--- src/design/rcb_pkg.sv ---
package rcb_pkg;

    localparam int CoordW = 16;
    localparam int EdgeW  = 18;  // right/bottom edge before the min, holds x + width

    // Request codes
    localparam logic CMD_CLIP = 1'b0;
    localparam logic CMD_LOAD = 1'b1;

    // Configuration register indexes
    localparam logic [1:0] CFG_ORIGIN_X   = 2'd0;
    localparam logic [1:0] CFG_ORIGIN_Y   = 2'd1;
    localparam logic [1:0] CFG_CLIP_COUNT = 2'd2;

    typedef struct packed {
        logic signed [CoordW-1:0] x1;
        logic signed [CoordW-1:0] y1;
        logic signed [CoordW-1:0] x2;
        logic signed [CoordW-1:0] y2;
    } box_t;

    typedef struct packed {
        logic signed [CoordW-1:0] x1;
        logic signed [CoordW-1:0] y1;
        logic signed [EdgeW-1:0]  x2;
        logic signed [EdgeW-1:0]  y2;
    } rect_t;

    // Rectangle travelling down the chain, with the one result held back
    // until it is known whether a later box hits too.
    typedef struct packed {
        logic  valid;
        rect_t rect;
        logic  pend_valid;
        box_t  pend;
    } token_t;

    typedef struct packed {
        logic valid;
        box_t box;
    } emit_t;

endpackage

--- src/design/rcb_cell.sv ---
module rcb_cell #(
    parameter int IDX = 0
) (
    input  logic            clk,
    input  logic            rst_n,
    input  logic            load,
    input  logic [3:0]      box_index,
    input  rcb_pkg::box_t   box_in,
    input  logic [4:0]      clip_count,
    input  rcb_pkg::token_t tok_in,
    output rcb_pkg::token_t tok_out,
    output rcb_pkg::emit_t  emit
);

    rcb_pkg::box_t   box_reg;
    rcb_pkg::token_t tok_reg;
    rcb_pkg::token_t tok_next;

    logic                                 active;
    logic                                 hit;
    logic signed [rcb_pkg::CoordW-1:0]    a;
    logic signed [rcb_pkg::CoordW-1:0]    b;
    logic signed [rcb_pkg::EdgeW-1:0]     c;
    logic signed [rcb_pkg::EdgeW-1:0]     d;
    logic signed [rcb_pkg::EdgeW-1:0]     bx2;
    logic signed [rcb_pkg::EdgeW-1:0]     by2;

    assign active = int'(clip_count) > IDX;
    assign bx2    = rcb_pkg::EdgeW'(box_reg.x2);
    assign by2    = rcb_pkg::EdgeW'(box_reg.y2);

    always_comb
    begin
        a = (tok_in.rect.x1 > box_reg.x1) ? tok_in.rect.x1 : box_reg.x1;
        b = (tok_in.rect.y1 > box_reg.y1) ? tok_in.rect.y1 : box_reg.y1;
        c = (tok_in.rect.x2 < bx2) ? tok_in.rect.x2 : bx2;
        d = (tok_in.rect.y2 < by2) ? tok_in.rect.y2 : by2;
        hit = tok_in.valid && active
              && (rcb_pkg::EdgeW'(a) < c) && (rcb_pkg::EdgeW'(b) < d);

        tok_next = tok_in;
        if (hit)
        begin
            tok_next.pend_valid = 1'b1;
            tok_next.pend.x1    = a;
            tok_next.pend.y1    = b;
            tok_next.pend.x2    = c[rcb_pkg::CoordW-1:0];
            tok_next.pend.y2    = d[rcb_pkg::CoordW-1:0];
        end

        // A new hit releases the held result: it is not the last one.
        emit.valid = hit && tok_in.pend_valid;
        emit.box   = tok_in.pend;
    end

    always_ff @(posedge clk or negedge rst_n)
    begin
        if (!rst_n)
        begin
            tok_reg <= '0;
        end
        else
        begin
            tok_reg <= tok_next;
        end
    end

    always_ff @(posedge clk)
    begin
        if (load && (int'(box_index) == IDX))
        begin
            box_reg <= box_in;
        end
    end

    assign tok_out = tok_reg;

endmodule

--- config.mk ---
export PLATFORM = sky130hd
export DESIGN_NAME = rcb_cell
export DESIGN_NICKNAME = d
export VERILOG_FILES = /design/src/design/rcb_pkg.sv /design/src/design/rcb_cell.sv
export SDC_FILE = /design/constraint.sdc
export NUM_CORES = 1
export LEC_CHECK = 0
export BUFFER_PORTS_ARGS = -buffer_cell sky130_fd_sc_hd__buf_2
export CAP_MARGIN = 20
export CELL_PAD_IN_SITES_DETAIL_PLACEMENT = 1
export CELL_PAD_IN_SITES_GLOBAL_PLACEMENT = 2
export CORE_MARGIN = 2
export CORE_UTILIZATION = 27
export DETAILED_ROUTE_END_ITERATION = 7
export PLACE_DENSITY_LB_ADDON = 0.15
export SYNTH_ARGS = -nofsm -noshare
export SYNTH_HDL_FRONTEND = slang
export SYNTH_SLANG_ARGS = --single-unit
--- constraint.sdc ---
create_clock -name clk -period 5.28 [get_ports clk]
set_clock_uncertainty 0.1 [all_clocks]
set_input_delay 0.264 -clock clk [delete_from_list [all_inputs] [get_ports clk]]
set_output_delay 0.264 -clock clk [all_outputs]
set_load 0.02 [all_outputs]
==> flow_summary.toml <==
[clocking]
cts_max_level = 4
cts_buffers = 17
clockBufferDepth = 2
tritoncts = "done"
cts-root-buf = "clkbuf_16"
clk_latency_ns = 0.45
clk_pin_slew_ns = 0.07
cts_sinks = 198

[setup_path]
crit_start = "tok_in[102]"
cp-endpoint = "emit[64]"
cp_slowest_stage_delay_ns = 0.53
reg2reg_from = "box_reg[45]"
reg2reg_slack_ns = 0.26
crit_path_top_delay_cell = "dlygate4sd3_1"
crit_type = "input port to output pin"
r2r-end = "tok_out[3]"
critPathArrivalTime_ns = 4.74
worstPathMaxFanout = 5
cp_common_cell = "ha_4"
cp-start-kind = "input port"
r2r_cells = 24
worst_ep_required_time_ns = 4.92
crit_chain = "dlygate4sd3_1, buf_2, ha_4, nor2b_1, o211ai_1, a21oi_4, or3_1, a21o_4, buf_16, buf_8, mux2_4, ha_4, a21o_1, a211oi_2, o21bai_1, a21oi_1, o31a_1, nand4b_1, o211ai_2, o2111a_2, and2_4, buf_6"
end_kind = "output pin"

[drt]
drt_iter0_markers = 152
wl_microns = 35300
num_vias = 8250
via_per_inst = 4.38
drt-pass1-iter-count = 5
ant_nets = 0
wl_per_cell_microns = 18.7
drc = 0

[layout]
largest_reg_flops = 134
nets = 1714
syn_to_final_growth_pct = 54.2
mostFrequentLayoutCell = "buf_2"
diodes = 0
layout-drive-gt1-share = 0.410
layout_common_cells = "buf_2 (403), dlygate4sd3_1 (198), dfrtp_1 (134)"

[power]
p_leak_nw = 7.36
combPwrFrac = 0.278
ir_worst_vdd_mv = 0.233
p_per_area_nw_per_um2 = 270
power_frac_clock = 0.307
power_switching_mw = 1.28
p_int_mw = 2.86
switching_share = 0.310
seq_power_share = 0.415
total_power_mw = 4.14

[sta]
slew-limit-headroom = 0.347
max_freq_mhz = 196
fin_tns_setup_ns = 0
hold_violations = 0
post-route-period-util = 0.967
rsz0062_at_grt = "yes"
layout_min_cycle_time_ns = 5.11
maxSlewViolCount = 0
setup_violations = 0
tightestPinTransition_ns = 0.979

[synthesis]
yosys.area_share.adder = 0.126
synth_top_family_by_area = "adder cells"
netlist_instances = 817
yosys-top-cells-area = "dfrtp_1 (34%), edfxtp_1 (19%), ha_1 (13%)"
synth_top_cell_area_share = 0.337
synth-warning-count = 0
synth.cell_area_sq_um = 9950
synth_nets = 1127
syn_avg_cell_area_sq_um = 12.2
synth.distinct_cells = 53
ys_seq_elements = 198
yosys-mux-area-fraction = 0.112
synth-compound-area-share = 0.0753
yosys.area_share.simple = 0.0586
yosys.area.top_type = "dfrtp_1"
ys_seq_area_frac = 0.530
synth_xor_area_frac = 0.00176

[floorplan]
io_pins = 409
core-area_sq_um = 36400
start_util = 0.273
die_w_microns = 196
rows = 70
die_y_microns = 196
die-area_sq_um = 38400

[outcome]
status = "complete, no violations"

[placement]
gp_congestion = 0.744
io_buffers = 408
dp.final_hpwl_microns = 26500

[worst_hold_path]
hold_depth = 3
hold_path.class = "input port to flop"

[global_route]
grt_overflow = 0
grt_start_max_net_pins = 85
grt_pass1_wl_microns = 53000
grt.total_usage = 0.185
grt_antenna_before_repair = 0
grt_pass1_vias = 9108

[job]
cap_violations = 0
[power groups by stage]
stage / clock network [mW] / registers [mW] / logic (mW)
after floorplan: 0 / 1.88 / 0.452
after global placement: 0 / 1.75 / 0.972
after detailed placement: 0 / 1.75 / 0.981
after CTS: 1.32 / 1.72 / 1.14
after global routing: 1.37 / 1.73 / 1.26
final: 1.27 / 1.72 / 1.15
[worst max-delay path, delay by kind of cell]
kind,cells,cell delay (ns)
AO/OA/AOI/OAI,10,1.95
AND/OR/NAND/NOR,4,0.76
adder cells (fa/ha/maj),2,0.39
buffers and inverters,5,1.05
multiplexers,1,0.32
[worst min-delay path by stage]
stage	startpoint	end	slack [ns]
after global routing	tok_in[3]	tok_out[3]	0.04
after global placement	tok_in[133]	tok_out[133]	0.29
after CTS	tok_in[3]	tok_out[3]	0.04
after detailed placement	tok_in[133]	tok_out[133]	0.29
final	tok_in[3]	tok_out[3]	0.06
after floorplan	rst_n	tok_out[0]	-0.13
[synth_stat cells, drive strengths merged]
cell and n:
dfrtp 134, ha 100, inv 95, buf 74, edfxtp 64, mux2i 51, a21oi 50, mux2 50
nand2 35, o21ai 31, nor2 26, nand4 16, a21o 11, nor2b 9, clkbuf 7, nand3 5
nor3 5, o21a 5, or4 5, a211oi 4, o211ai 4, a2111oi 3, nand4b 3, a211o 2
a221oi 2, and2 2, and3 2, nand2b 2, nor4 2, or2 2, or3 2, a21boi 1
a311o 1, a32o 1, a41oi 1, and4 1, o2111a 1, o211a 1, o21bai 1, o22ai 1
o31a 1, o31ai 1, o41ai 1, xnor2 1, xor2 1
[final cells by class]
| cell class | instances | area (sq um) |
|---|---|---|
| Fill cell | 4011 | 21100 |
| Tap cell | 468 | 586 |
| Clock inverter | 10 | 68.8 |
| Multi-Input combinational cell | 443 | 4140 |
| Timing Repair Buffer | 649 | 4450 |
| Sequential cell | 198 | 5280 |
| Clock buffer | 22 | 475 |
| Inverter | 95 | 357 |
[metrics by stage]
stage	cell area (sq um)	setup slack (ns)	hold WS, ns	utilization	cells
2_1_floorplan	9950	0.0398	-0.132	-	817
4_1_cts	15100	0.000407	0.0376	0.414	1881
5_1_grt	15300	-0.0886	0.0427	0.421	1885
3_5_place_dp	12300	-0.165	0.291	0.337	1643
3_3_place_gp	12300	-0.00371	0.291	0.337	1643
6_report	15300	0.173	0.0562	0.421	1885
[cell families (layout without fill, tap and decap cells)]
| kind of cell | count (synthesis) | in the layout |
|---|---|---|
| multiplexers | 101 | 101 |
| XOR/XNOR | 2 | 2 |
| flip-flops | 198 | 198 |
| AO/OA/AOI/OAI | 123 | 123 |
| adder cells (fa/ha/maj) | 100 | 100 |
| AND/OR/NAND/NOR | 117 | 117 |
| buffers and inverters | 176 | 776 |
[per-layer routing]
metal  track usage  vias up  wire length [microns]
li1              -     3982                      -
met1         0.205     3954                  14000
met2         0.345      281                  18500
met3        0.0461       33                   2040
met4        0.0595        0                    696
met5             0        -                      0
[what timing repair did]
action,in CTS,in global routing
pin swaps,18,22
hold endpoints to repair,280,0
cloned,1,0
buffers inserted,7,7
setup endpoints to repair,62,66
hold buffers,198,0
gates resized for setup,31,46
No activity file was read; power rests on OpenSTA's default activity.
